==> config.mk <==
export PLATFORM = sky130hd
export DESIGN_NAME = usm_pipe
export DESIGN_NICKNAME = d
export VERILOG_FILES = /design/src/rtl/core/usm_pipe.sv
export SDC_FILE = /design/constraint.sdc
export NUM_CORES = 1
export LEC_CHECK = 0
export ABC_AREA = 1
export BUFFER_PORTS_ARGS = -buffer_cell sky130_fd_sc_hd__buf_2
export CAP_MARGIN = 0
export CORE_UTILIZATION = 43
export DETAILED_ROUTE_END_ITERATION = 6
export SLEW_MARGIN = 40
export SYNTH_ARGS = -nofsm -noshare
export SYNTH_HDL_FRONTEND = slang
export SYNTH_SLANG_ARGS = --single-unit
==> constraint.sdc <==
create_clock -name i_clk -period 0.8 [get_ports i_clk]
set_input_delay 0.16 -clock i_clk [delete_from_list [all_inputs] [get_ports i_clk]]
set_output_delay 0.16 -clock i_clk [all_outputs]
set_load 0.01 [all_outputs]
==> src/rtl/core/usm_pipe.sv <==
// ----------------------------------------------------------------------------
// usm_pipe
// Enabled delay line for side data that rides along the arithmetic stages.
// ----------------------------------------------------------------------------
module usm_pipe #(
    parameter int W     = 8,
    parameter int DEPTH = 4
) (
    input  logic         i_clk,
    input  logic         i_en,
    input  logic [W-1:0] i_data,
    output logic [W-1:0] o_data
);
    logic [W-1:0] r_stage [0:DEPTH-1];

    always_ff @(posedge i_clk) begin
        if (i_en) begin
            r_stage[0] <= i_data;
            for (int s = 1; s < DEPTH; s++) begin
                r_stage[s] <= r_stage[s-1];
            end
        end
    end

    assign o_data = r_stage[DEPTH-1];
endmodule

* Yosys cells after proc, flatten, opt, wreduce, memory -nomap -nowiden
Memory sizes are Yosys's and may differ from the RTL's. Index checks and enable logic that the tools add are counted.
Storage, ports and cells: bits in read-only memories 0, bits in writable memories 32, bits in latches 0, memories kept 1, bits of input ports 10, register bits after elaboration 0, output and inout bits 8, word-level logic and storage cells 3
Memories:
- r_stage | words 4, bits a word 8, rd ports 4, clocked after Yosys merged registers in 0, wr ports 4, line 14 | logic [W-1:0] r_stage [0:DEPTH-1];
Operators by class: order comparisons 0, reduce and logical (&&, ||, !) cells 0, mux-type cells 2, div/mod/pow operators 0, $add $sub $neg 0, shift-type cells 0, $mul 0, eq/ne operators 0, bitwise logic cells 0
Operator list (number):
- 1-bit 2-to-1 mux | 2

* Logic depth before layout (Yosys ltp)
depth after elaboration 2, depth in mapped cells 0, mapped depth without buffers 0

* Worst setup path after synthesis
Ideal clock, no wire load.
path kind register to register, from memory r_stage[0][0], to memory r_stage[1][0], data pin, buffers on the path 0, data arrival time 323 ps, stages on the path, launching flop included 1, clock period less this slack 589 ps, library setup time 266 ps, slack 211 ps, required time 534 ps, path through edfxtp_1
RTL lines (line):
- start, declared | 14

==> Implementation_results.wiki <==
{| class="wikitable"
! Metric !! Value
|-
| Result of the run || finished with violations
|-
| Violations in the final reports || negative setup slack
|-
| Number of global-route vias before repair || 410
|-
| Count of mapped cells out of synthesis || 32
|-
| Via count of the routed design || 408
|-
| Maximum level of the CTS H-tree || 2
|-
| RSZ-0062 raised after global routing || yes
|-
| Min-Delay Path Class || input port to register
|-
| Layout cell share with drive strength beyond 1 || 38.81%
|-
| Power density relative to cell area || 2346 nW/um^2
|-
| Wirelength per Cell || 10.52 um
|-
| Peak per-stage delay on the critical path || 0.37 ns
|-
| Slack of the critical path || -0.1853 ns
|-
| Clock Tree Buf Depth || 2
|-
| Starting utilization of the core area || 47.52%
|-
| Number of flip-flops under the largest register name || 32
|-
| Largest reg by FF count || r_stage
|-
| # setup viols final || 8
|-
| Top cells by area, synth || sky130_fd_sc_hd__edfxtp_1
|-
| Leakage component of the power || 0.0004647 uW
|-
| Die area || 2428 um^2
|-
| Number of clock sinks seen by CTS || 32
|-
| DRC violations left || 0
|-
| Maximum number of pins on one net before global-route repair || 21
|-
| Synth Register Bits || 32
|-
| Area leader, netlist || sky130_fd_sc_hd__edfxtp_1
|-
| Top Ports || 18
|-
| FP Rows || 16
|-
| Hold violation count in the final report || 0
|-
| Startpoint type of the worst setup path || register
|-
| Sum of negative setup slack || -1.393 ns
|-
| DRT Pass-1 Iters || 2
|-
| Pins Over Slew Limit || 0
|-
| Number of maximum-capacitance constraint violations || 0
|-
| Number of design-rule violations left by the first detailed-router iteration || 2
|-
| Die width || 49.27 um
|-
| Beginning of the worst hold path || i_en
|-
| Min cycle time layout || 0.9853 ns
|-
| CTS buffer count || 5
|-
| Synth-to-layout area growth || 30.21%
|-
| Post-layout total power || 2936 uW
|-
| Number of antenna violations at the first check in global routing || 0
|-
| Count of multi-input gates || 0
|-
| Data arrival time of the critical path || 0.83 ns
|-
| Std-Cell Core Area || 2022 um^2
|-
| Series of cell instances along the critical path || buf_2
|-
| Final worst-path cycle share || 123.2%
|-
| Post-placement cell area || 1120 um^2
|-
| Startpoint of the worst-slack reg-to-reg timing path || r_stage[2][7]
|-
| Part of the Yosys area used for sequential elements || 100.0%
|-
| Total detailed-routing wirelength || 989 um
|-
| Upper clock frequency limit || 1015 MHz
|-
| Endpoint kind of the worst setup timing path || output pin
|-
| Count of buffering cells on the critical path with inverters included || 1
|-
| Clock latency reported for the late side of the worst-skew pair || 0.31 ns
|-
| Synth top area share || 100.0%
|-
| Overall die height || 49.27 um
|-
| Leftover overflow at the end of global routing || 0
|-
| First-pass GRT wire length || 1.524 mm
|-
| Post-route design area || 1251 um^2
|-
| Average size of a mapped cell || 30.03 um^2
|-
| Clock transition at path regs || 0.09 ns
|-
| WHS Path Cells || 2
|-
| Nets || 76
|-
| Multi-input logic area || 0 um^2
|-
| Total GRT Usage || 10.03%
|-
| Largest delay share family, worst path || flip-flops
|-
| Slowest stage cell, crit path || sky130_fd_sc_hd__edfxtp_1
|-
| YS warnings || 0
|-
| Number of antenna repair diodes || 0
|-
| Largest registers || r_stage (32)
|-
| Number of cells on the worst reg-to-reg path || 0
|-
| Cell area after synthesis || 960.9 um^2
|-
| Critical register-to-register path endpoint || r_stage[3][7]
|-
| Largest vdd supply drop || 0.001578 V
|-
| Worst slew margin relative to its limit || 92.92%
|-
| Worst reg2reg setup slack || 0.17 ns
|-
| Data required time of the critical path || 0.64 ns
|-
| Remaining number of nets flagged by the antenna check after routing || 0
|-
| TritonCTS clock tree || yes
|-
| Clk_skew || 0.002462 ns
|-
| Total nets after synthesis || 42
|-
| Clk root buf || sky130_fd_sc_hd__clkbuf_4
|-
| Critical path class || register to output pin
|-
| Largest fanout of any net on the critical path || 1
|-
| Worst Tran Pin Value || 0.1062 ns
|-
| End point of the most critical hold path || r_stage[1][4]
|-
| Number of library cell types mapped by synthesis || 1
|-
| Placer's final routability congestion estimate || 0.5715
|-
| Post-detailed-route via-to-cell ratio || 4.340
|-
| Number of buffer cells added on primary ports || 17
|}
[placed cells by master (no fill, tap or decap)]
cell | Yosys | final
sky130_fd_sc_hd__edfxtp_1 | 32 | 32
sky130_fd_sc_hd__buf_2 | 0 | 17
sky130_fd_sc_hd__dlygate4sd3_1 | 0 | 8
sky130_fd_sc_hd__clkbuf_4 | 0 | 5
sky130_fd_sc_hd__clkinv_2 | 0 | 2
sky130_fd_sc_hd__buf_12 | 0 | 2
sky130_fd_sc_hd__clkinv_1 | 0 | 1
[logic make-up after synthesis]
kind of cell | Yosys count | share of synthesized area (%)
flops | 32 | 100.0
[how the worst max path moves through the flow]
stage / start / endpoint / slack, ns / depth (start not counted)
finish: r_stage[3][1] / o_data[1] / -0.19 / 1
detailed placement: i_en / r_stage[3][1] / 0.02 / 2
floorplan: r_stage[0][0] / r_stage[1][0] / 0.21 / 0
global route: r_stage[3][1] / o_data[1] / -0.25 / 1
global placement: i_en / r_stage[3][1] / 0.04 / 2
CTS: r_stage[3][1] / o_data[1] / -0.21 / 1
[Yosys cell counts]
cell                       number
sky130_fd_sc_hd__edfxtp_1      32
[power by group]
part | leakage [uW] | switching (uW) | internal [uW] | total (uW)
Clock | 0.0000324 | 485 | 322 | 807
Sequential | 0.000313 | 22.0 | 1970 | 1990
Combinational | 0.000119 | 60.4 | 74.8 | 135
[through the flow]
stage,setup WS [ns],hold WS (ns),std cells,util (%)
2_1_floorplan,0.2112,0.2589,32,-
3_3_place_gp,0.03966,0.3366,78,55.38
3_5_place_dp,0.02484,0.3381,78,55.38
4_1_cts,-0.2142,0.001162,89,59.41
5_1_grt,-0.2500,0.2216,94,61.88
6_report,-0.1853,0.2482,94,61.88
[metal layers]
layer  up-vias  global-route usage, %  share of wire (%)
li1        200                      -                  -
met1       183                  6.739                 34
met2        23                  16.21                 54
met3         2                  8.411                 10
met4         0                  8.824                1.0
met5         -                      0                  0
[final cells by class]
type                  instances  area (um^2)
tap                          27        33.78
timing repair buffer         27        205.2
clock buffer                  5        37.54
sequential                   32        960.9
fill                        148        770.7
clock inverter                3        13.76
[repair_timing]
action / in CTS / in global routing
endpoints found under the hold margin: 3 / 5
setup buffers: 0 / 0
resized for setup: 0 / 0
setup endpoints to repair: 8 / 8
hold buffers: 3 / 5
Note: power is estimated with default switching activity, not from simulation.
