### src/rtl/core/usm_pkg.sv
// ----------------------------------------------------------------------------
// usm_pkg
// Shared widths, codes and CORDIC constants for the UV sphere mesh generator.
// ----------------------------------------------------------------------------
package usm_pkg;

    localparam int STEP_W   = 9;    // step counts, row and column
    localparam int RAD_W    = 16;   // radius, unsigned Q8.8
    localparam int POS_W    = 17;   // position, signed Q8.8
    localparam int NORM_W   = 16;   // normal, signed Q1.14
    localparam int TEX_W    = 16;   // texture, unsigned Q1.15
    localparam int IDX_W    = 17;   // triangle vertex index
    localparam int CFG_W    = 16;   // config data width
    localparam int CFG_IDX_W = 2;

    localparam logic [CFG_IDX_W-1:0] REG_RADIUS   = 2'd0;
    localparam logic [CFG_IDX_W-1:0] REG_STEPS_H  = 2'd1;
    localparam logic [CFG_IDX_W-1:0] REG_STEPS_V  = 2'd2;

    localparam logic CMD_VERTEX = 1'b0;
    localparam logic CMD_QUAD   = 1'b1;

    localparam int CORDIC_ITERS = 30;
    localparam int CW           = 33;   // CORDIC x/y width, Q2.30 plus headroom
    localparam int ZW           = 32;   // CORDIC residual angle width
    localparam logic signed [CW-1:0] CORDIC_GAIN_INV = 33'sd652032874;

    localparam logic [RAD_W-1:0]  RAD_MIN     = 16'd3;
    localparam logic [STEP_W-1:0] STEPS_H_MIN = 9'd3;
    localparam logic [STEP_W-1:0] STEPS_V_MIN = 9'd2;

    // arctan(2^-k), 2^32 per turn
    function automatic logic signed [ZW-1:0] arc_angle(input int k);
        logic signed [ZW-1:0] a;
        case (k)
            0:  a = 32'sd536870912;
            1:  a = 32'sd316933405;
            2:  a = 32'sd167458907;
            3:  a = 32'sd85004756;
            4:  a = 32'sd42667331;
            5:  a = 32'sd21354465;
            6:  a = 32'sd10679838;
            7:  a = 32'sd5340245;
            8:  a = 32'sd2670163;
            9:  a = 32'sd1335087;
            10: a = 32'sd667544;
            11: a = 32'sd333772;
            12: a = 32'sd166886;
            13: a = 32'sd83443;
            14: a = 32'sd41722;
            15: a = 32'sd20861;
            16: a = 32'sd10430;
            17: a = 32'sd5215;
            18: a = 32'sd2608;
            19: a = 32'sd1304;
            20: a = 32'sd652;
            21: a = 32'sd326;
            22: a = 32'sd163;
            23: a = 32'sd81;
            24: a = 32'sd41;
            25: a = 32'sd20;
            26: a = 32'sd10;
            27: a = 32'sd5;
            28: a = 32'sd3;
            default: a = 32'sd1;
        endcase
        return a;
    endfunction

endpackage

### src/rtl/core/usm_div.sv
// ----------------------------------------------------------------------------
// usm_div
// Pipelined restoring divider, one quotient bit per stage.
// ----------------------------------------------------------------------------
module usm_div #(
    parameter int NW = 25
) (
    input  logic                      i_clk,
    input  logic                      i_en,
    input  logic [NW-1:0]             i_num,
    input  logic [usm_pkg::STEP_W-1:0] i_den,   // static while items are in flight
    output logic [NW-1:0]             o_quot
);
    import usm_pkg::*;

    logic [STEP_W-1:0] r_p [0:NW];   // partial remainder, always below den
    logic [NW-1:0]     r_w [0:NW];   // numerator bits out, quotient bits in

    always_ff @(posedge i_clk) begin
        if (i_en) begin
            r_p[0] <= '0;
            r_w[0] <= i_num;
        end
    end

    for (genvar s = 0; s < NW; s++) begin : g_stage
        logic [STEP_W:0]   t;
        logic              ge;
        logic [STEP_W:0]   diff;
        assign t    = {r_p[s], r_w[s][NW-1]};
        assign ge   = (t >= {1'b0, i_den});
        assign diff = t - {1'b0, i_den};
        always_ff @(posedge i_clk) begin
            if (i_en) begin
                r_p[s+1] <= ge ? diff[STEP_W-1:0] : t[STEP_W-1:0];
                r_w[s+1] <= {r_w[s][NW-2:0], ge};
            end
        end
    end

    assign o_quot = r_w[NW];
endmodule

### config.mk
export PLATFORM = sky130hd
export DESIGN_NAME = usm_div
export DESIGN_NICKNAME = d
export VERILOG_FILES = /design/src/rtl/core/usm_pkg.sv /design/src/rtl/core/usm_div.sv
export SDC_FILE = /design/constraint.sdc
export NUM_CORES = 1
export LEC_CHECK = 0
export BUFFER_PORTS_ARGS = -buffer_cell sky130_fd_sc_hd__buf_2
export CORE_MARGIN = 4
export CORE_UTILIZATION = 40
export DETAILED_ROUTE_END_ITERATION = 10
export PLACE_DENSITY = 0.54
export SYNTH_ARGS = -nofsm -noshare
export SYNTH_HDL_FRONTEND = slang
export SYNTH_SLANG_ARGS = --single-unit
### constraint.sdc
create_clock -name i_clk -period 4.9 [get_ports i_clk]
set_clock_uncertainty 0.2 [all_clocks]
set_input_delay 0.98 -clock i_clk [delete_from_list [all_inputs] [get_ports i_clk]]
set_output_delay 0.98 -clock i_clk [all_outputs]
set_load 0.005 [all_outputs]
## After elaboration in Yosys (flattened, before gate mapping)

Memories as Yosys holds them, arrays and structs flattened.
Index checks and enable logic that the tools add are counted.

| storage, ports and cells | value |
|---|---|
| bits in registers | 0 |
| bits in writable memories | 884 |
| output and inout bits | 25 |
| logic and storage cells | 79 |
| memories kept | 2 |

Memory list:

| name | depth | bits a word | read ports | clocked after memory_dff | wr ports | RTL line | text |
|---|---|---|---|---|---|---|---|
| r_w | 26 | 25 | 26 | 0 | 26 | usm_div.sv:17 | `logic [NW-1:0] r_w [0:NW];` |
| r_p | 26 | 9 | 25 | 0 | 26 | usm_div.sv:16 | `logic [STEP_W-1:0] r_p [0:NW];` |

| operators by class | value |
|---|---|
| $add $sub $neg | 25 |
| magnitude comparators | 25 |
| multiplexer cells | 27 |

Operator list:

| kind | count |
|---|---|
| $ge 10x9->1 | 25 |
| $mux 9 | 25 |
| $sub 9x9->9 | 25 |
| $mux 1 | 2 |

## Depth between registers and ports, before layout

Gate-level depths: netlist of run 1.

| depth | value |
|---|---|
| depth after elaboration | 2 |
| depth in mapped cells | 11 |
| depth with buffers taken out | 10 |

## Worst setup path after synthesis of run 1

OpenSTA, ideal clock, no wires.

| path | value |
|---|---|
| path kind | input to register |
| from | input i_den[1] (netlist name) |
| to | memory r_p[6][1], in the netlist r_p[0][55] (data pin) |
| setup time | 0.260 ns |
| arrival | 3.951 ns |
| slack | 0.489 ns |
| stages | 8 |
| path buffers | 1 |
| cells stage by stage | inv_1 fa_1 a21oi_1 o211a_1 nor3b_2 or2_1 buf_6 mux2_4 |

RTL lines:

| what | RTL line | text |
|---|---|---|
| from (decl) | usm_div.sv:11 | `input logic [usm_pkg::STEP_W-1:0] i_den,` |
| to (decl) | usm_div.sv:16 |  |

==> results of run 1 <==
==> logic make-up (layout without fill, tap and decap cells) <==
logic type / count (synthesis) / after routing / share of synthesized area [%]
DFF: 866 / 866 / 68.3
AOI/OAI and AO/OA: 547 / 547 / 9.86
and+or+nand+nor: 378 / 378 / 4.94
adders and majority gates: 241 / 241 / 8.38
buffers and inverters: 168 / 399 / 1.97
muxes: 150 / 150 / 4.39
xor gates and xnor gates: 92 / 92 / 2.12
==> area by class of cell <==
class                      instances  share of cell area (%)
sequential                       866                    60.3
multi-input combinational       1408                    26.2
clock buffer                     109                    5.59
tap                             1254                    3.64
timing repair buffer              94                    1.69
clock inverter                    60                    1.36
inverter                         136                    1.18
==> report_power, final <==
| group | internal [mW] | leakage, nW | switching [mW] | total [mW] |
|---|---|---|---|---|
| clock network | 3.91 | 1.44 | 2.89 | 6.81 |
| registers | 9.93 | 8.45 | 0.636 | 10.6 |
| logic | 3.42 | 5.76 | 3.96 | 7.38 |
| total | 17.3 | 15.6 | 7.49 | 24.8 |
==> flip-flops by register name (all words and copies together) (netlist names) <==
signal	cells
r_w	650
r_p	216
==> layout by cell type, fill, tap and decap left out, drive strengths merged, types with 27 or more instances in the layout <==
master  count
a21o       49
o21ai      40
clkinv     44
nor2      121
nor2b      28
buf        94
o31ai      35
clkbuf    109
xnor2      82
inv       138
ha        218
nand3      41
nand2      57
mux2i      27
o21a       59
a21oi     161
o211ai     41
nor3       54
a21boi     56
mux2      123
edfxtp    866
==> per-stage QoR <==
step / instance area, um^2 / instances
3_3_place_gp: 40100 / 3758
5_1_grt: 43100 / 3927
4_1_cts: 43100 / 3927
2_1_floorplan: 38000 / 2442
6_report: 43100 / 3927
3_5_place_dp: 40100 / 3758
==> per-layer routing <==
layer	wire length, um	global-route usage [%]
met1	31600	18.5
met2	32300	22.7
met3	2810	2.56
met4	2410	6.00
met5	0	0
==> worst max path at each step <==
stage               startpoint          to  slack (ps)  depth (start not counted)
CTS                   i_den[2]  r_p[0][68]        1470                          9
global placement      i_den[2]  r_p[0][68]         760                          9
detailed placement    i_den[2]  r_p[0][68]         750                          9
global route          i_den[4]  r_p[1][62]        1290                          9
floorplan             i_den[1]  r_p[0][55]         490                          8
finish                i_den[2]  r_p[0][68]        1450                          9
==> worst reg2reg max path, stage by stage (launching register included) <==
cell and delay, ps:
edfxtp_1 420, ha_1 360, a21oi_1 260, o21ai_0 150
a21boi_0 290, a21boi_2 560, mux2_2 420
==> impl_metrics.py, run 1 <==
metrics = {
    "run_status": {
        "status": "finished, final reports clean",
    },
    "global_routing": {
        "grt_max_degree": 121,
        "grt_pass1_vias": 21100,
        "overflow": 0,
        "grt_pass1_wl_mm": 111,
        "antenna_found_initial": 1,
        "track_usage_pct": 13.9,
    },
    "sta": {
        "setup_viol": 0,
        "rsz0062_at_grt": "no",
        "finalMaxSlewViolations": 0,
        "hold_viol": 0,
        "hold_slack_ps": 206,
        "post-route-period-util_pct": 70.5,
        "maxSlewHeadroom_pct": 49.7,
        "fmax_ghz": 0.290,
        "tns_ps": 0,
        "worst_slew_pin_slew_ps": 755,
        "layout_min_cycle_time_ps": 3450,
        "worst_slack_ps": 1450,
    },
    "clock_network": {
        "cts_tree": "yes",
        "cts.sinks": 866,
        "worstSkewPairLatency_ps": 680,
        "cts_buffers": 93,
        "cts_hold_buf": 0,
        "cts_buffer_depth": 3,
        "postCtsSetupBuffers": 0,
        "cts_resized": 0,
        "path_clk_slew_ps": 60,
        "cts-root-buf": "clkbuf_16",
        "cts_max_level": 3,
    },
    "setup_path": {
        "crit_fanout": 9,
        "critPathSlowestCell": "a21boi_2",
        "worst-path-buf-inv": 3,
        "required_ps": 5130,
        "max_stage_delay_ps": 560,
        "cp_top_family": "compound AO/OA/AOI/OAI gates",
        "worstSetupPathType": "input pin to flip-flop",
        "cp.arrival_ps": 3680,
        "ff2ff_path_depth": 6,
        "reg2reg_to": "r_p[0][68]",
        "reg2reg_from": "r_p[0][60]",
        "cp_cell_sequence": "buf_2, inv_1, buf_4, ha_1, nand4_1, o21ai_0, a21boi_0, a21boi_2, mux2_2",
        "reg2reg_slack_ps": 1980,
        "start_kind": "input pin",
        "crit_path_end_kind": "flip-flop",
    },
    "die": {
        "io_pins": 61,
        "initial_core_util_pct": 40.5,
        "die_w_um": 316,
        "die_height_um": 316,
        "coreArea_um2": 93900,
        "die-area_um2": 100000,
        "num_rows": 112,
    },
    "power_and_ir_drop": {
        "leakage_nw": 15.6,
        "p_per_area_nw_per_um2": 574,
        "vdd_drop_max_uv": 265,
        "power_mw": 24.8,
    },
    "cells_and_area": {
        "drive_above_1_share_pct": 14.4,
        "utilization_pct": 45.9,
        "ff_latch_area_um2": 26000,
        "nets": 2876,
        "multiInputGateArea_um2": 11300,
        "n_antenna_cell": 0,
        "areaGrowthSynthToFinish_pct": 13.3,
        "n_fill_cell": 8247,
    },
    "synthesis": {
        "yosysMostFrequentCell": "edfxtp_1",
        "synth_top_cell_by_area": "edfxtp_1",
        "yosysWarnings": 0,
        "yosysSeqAreaShare_pct": 68.3,
        "yosys-top-cells-area": "edfxtp_1, ha_1, mux2_2",
        "synth_fp_nets": 2719,
        "syn_area_per_cell_um2": 15.6,
        "async_reset_ff_share_pct": 0,
        "synth_commonest_cells": "edfxtp_1, ha_1, a21oi_1, inv_1, mux2_2",
        "synth-edff-count": 866,
        "syn_inst": 2442,
        "ys_ff_latch": 866,
        "syn_area_um2": 38000,
        "synth_top_area_share_pct": 68.3,
        "synth_flop_cell": "edfxtp_1",
        "synth.distinct_cells": 70,
    },
    "route": {
        "drt-vias-per-instance": 5.17,
        "num_vias": 20300,
        "wl_mm": 69.2,
        "drc_errors": 0,
        "drt_iter0_markers": 1331,
        "wire_per_inst_um": 17.6,
        "firstDrtPassIters": 5,
        "ant_nets": 0,
    },
    "min_path": {
        "hold_path_depth": 0,
        "min-delay-start": "r_w[0][116]",
        "whs_endpoint": "r_w[0][142]",
        "min_path_type": "flip-flop to flip-flop",
    },
    "placed_design": {
        "place_congestion": 0.819,
        "dp_hpwl_mm": 43.7,
        "dp_slack_ps": 754,
        "portBuffers": 60,
    },
    "job": {
        "cap_viol_max_count": 0,
    },
}
Power figures use the tool's default switching activity.
==> run 2, diff against run 1 <==
ABC_AREA = 1   (was not set)
PLACE_DENSITY = 0.56   (was 0.54)
clock period = 3 ns   (was 4.9 ns; I/O delays follow)
==> run 2 against run 1 <==
  * Worst setup slack got worse by 810 ps
  * Critical path depth increased by 3
  * Final cell count increased by 35%
  * Hold slack got worse by 56 ps
  * First-iteration DRC count increased by 25%
  * Synthesized cell count increased by 49%
  * Non-clock buffer count increased by 71
  * Wire length increased by 8.5%
  * Highest routed layer unchanged
  * Area after synthesis increased by 6.7%
==> impl_metrics.py, run 2 <==
metrics = {
    "global_routing": {
        "antenna_found_initial": 0,
        "track_usage_pct": 14.2,
        "overflow": 0,
        "grt_max_degree": 88,
        "grt_pass1_vias": 24100,
        "grt_pass1_wl_mm": 123,
    },
    "route": {
        "wire_per_inst_um": 14.1,
        "firstDrtPassIters": 7,
        "drc_errors": 0,
        "drt-vias-per-instance": 4.62,
        "ant_nets": 0,
        "wl_mm": 75.1,
        "drt_iter0_markers": 1664,
        "num_vias": 24600,
    },
    "cells_and_area": {
        "largest_register_ffs": 650,
        "top_register": "r_w",
        "final_common_cell": "nand2_1",
        "reg_top3": "r_w: 650 flops, r_p: 216 flops",
        "n_fill_cell": 9138,
        "areaGrowthSynthToFinish_pct": 16.6,
        "multiInputGateArea_um2": 12800,
        "final_cell_mix": "nand2_1, edfxtp_1, inv_1",
        "drive_above_1_share_pct": 13.5,
        "ff_latch_area_um2": 26000,
        "n_antenna_cell": 0,
        "fin_area_um2": 47300,
        "nets": 4153,
    },
    "synthesis": {
        "ys_ff_latch": 866,
        "synth_commonest_cells": "nand2_1, edfxtp_1, inv_1, nand3_1, ha_1",
        "synth.distinct_cells": 27,
        "syn_inst": 3638,
        "synth_top_family_by_area": "simple AND/OR/NAND/NOR gates",
        "yosysSeqAreaShare_pct": 64.1,
        "yosysMostFrequentCell": "nand2_1",
        "synth_xor_area_share_pct": 1.49,
        "yosysWarnings": 0,
        "synth_fa_ha_area_share_pct": 7.86,
        "async_reset_ff_share_pct": 0,
        "synth_top_area_share_pct": 64.1,
        "syn_area_um2": 40600,
        "synth_top_cell_by_area": "edfxtp_1",
        "synthMuxAreaShare_pct": 0,
        "synthSimpleGateAreaFrac_pct": 20.4,
        "synth_flop_cell": "edfxtp_1",
        "syn_area_per_cell_um2": 11.2,
        "synth_fp_nets": 3915,
        "synth-edff-count": 866,
        "synth_compound_area_share_pct": 1.07,
        "yosys-top-cells-area": "edfxtp_1, nand2_1, ha_1",
    },
    "clock_network": {
        "cts_buffers": 96,
        "cts.sinks": 866,
        "cts_tree": "yes",
        "worstSkewPairLatency_ps": 660,
        "cts_buffer_depth": 3,
        "cts-root-buf": "clkbuf_16",
        "cts_max_level": 3,
        "postCtsSetupBuffers": 0,
        "cts_hold_buf": 25,
        "cts_resized": 0,
        "path_clk_slew_ps": 60,
    },
    "die": {
        "initial_core_util_pct": 40.4,
        "num_rows": 116,
        "die_height_um": 327,
        "die-area_um2": 107000,
        "io_pins": 61,
        "coreArea_um2": 100000,
        "die_w_um": 327,
    },
    "min_path": {
        "min_path_type": "input pin to flip-flop",
    },
    "sta": {
        "layout_min_cycle_time_ps": 2360,
        "rsz0062_at_grt": "no",
        "post-route-period-util_pct": 78.8,
        "finalMaxSlewViolations": 0,
        "fmax_ghz": 0.423,
        "hold_viol": 0,
        "maxSlewHeadroom_pct": 66.8,
        "tns_ps": 0,
        "setup_viol": 0,
        "worst_slew_pin_slew_ps": 493,
    },
    "power_and_ir_drop": {
        "vdd_drop_max_uv": 477,
        "leakage_nw": 20.8,
        "power_mw": 43.6,
        "p_per_area_nw_per_um2": 921,
    },
    "placed_design": {
        "dp_hpwl_mm": 50.3,
        "place_congestion": 0.847,
        "post_dp_cell_area_um2": 43700,
        "portBuffers": 60,
    },
    "setup_path": {
        "start_kind": "flip-flop",
        "max_stage_delay_ps": 480,
        "crit_fanout": 10,
        "cp.arrival_ps": 2580,
        "crit_path_end_kind": "flip-flop",
        "critPathSlowestCell": "edfxtp_1",
        "cp_cell_sequence": "inv_1, ha_1, inv_1, fa_2, nand3_2, nand3_2, nand2_2, nand2_2, nand2_4, nand2_4, nand2_1, nand2_1",
        "worstSetupPathType": "flip-flop to flip-flop",
        "required_ps": 3210,
    },
    "job": {
        "cap_viol_max_count": 0,
    },
    "run_status": {
        "status": "finished, final reports clean",
    },
}
==> run 2: cell count changes in the layout (fill, tap and decap cells not counted), moves of 44 or more <==
| cell | previous run | this run |
|---|---|---|
| nand2_4 | 0 | 44 |
| mux2_2 | 119 | 0 |
| nand3_1 | 41 | 341 |
| xor2_1 | 10 | 69 |
| o21a_1 | 59 | 0 |
| a21oi_1 | 160 | 50 |
| nand3_2 | 0 | 44 |
| xnor2_1 | 82 | 0 |
| nand2_1 | 57 | 1199 |
| a21boi_0 | 54 | 0 |
| nand2_2 | 0 | 48 |
| inv_1 | 120 | 475 |
| a21o_1 | 49 | 0 |
==> run 2: worst max-delay path: cells and delay by family (launching register included) <==
family,cells,cell delay (ps)
flip-flops,1,480
AND/OR/NAND/NOR,8,720
buffers and inverters,2,170
adder cells (fa/ha/maj),2,540
==> run 2: cells by family (layout without fill, tap and decap cells) <==
logic type,Yosys count,count (layout)
AOI/OAI and AO/OA,65,65
adders and majority gates,241,241
and+or+nand+nor,1866,1866
DFF,866,866
xor gates and xnor gates,69,69
buffers and inverters,531,849
==> run 2: stage by stage <==
step / util (%) / std cells / setup slack (ps) / hold WS, ps
final: 47.1 / 5313 / 637 / 150
after global routing: 47.1 / 5313 / 460 / 147
after CTS: 47.1 / 5313 / 605 / 88.3
after detailed placement: 43.5 / 5110 / 101 / 205
after global placement: 43.5 / 5110 / 106 / 200
after floorplan: - / 3638 / -34.4 / 200
==> run 2: path summary, 6_finish.rpt <==
path | end | startpoint | cells after the start | slack (ps)
hold reg to reg | r_w[0][60] | r_w[0][34] | 0 | 210
setup reg to reg | r_p[1][37] | r_w[2][99] | 12 | 640
setup / recovery | r_p[1][37] | r_w[2][99] | 12 | 640
hold / removal | r_p[0][12] | i_den[2] | 3 | 150
==> run 2: layout make-up <==
class | instances | share of cell area [%]
Clock buffer | 111 | 5.33
Clock inverter | 67 | 1.86
Inverter | 506 | 4.02
Multi-Input combinational cell | 2241 | 27.1
Sequential cell | 866 | 55.0
Tap cell | 1357 | 3.59
Timing Repair Buffer | 165 | 3.12
==> run 2: where the power goes <==
group          switching [mW]  internal [mW]  leakage (nW)
combinational            8.61           5.04          10.7
clock                    4.86           7.69          1.64
sequential               1.13           16.2          8.50
==> run 2: metal layers <==
metal / global-route usage [%] / share of wire, %
met2: 23.0 / 46
met1: 19.5 / 48
met5: 0 / 0
met4: 4.30 / 2.6
met3: 2.51 / 3.7
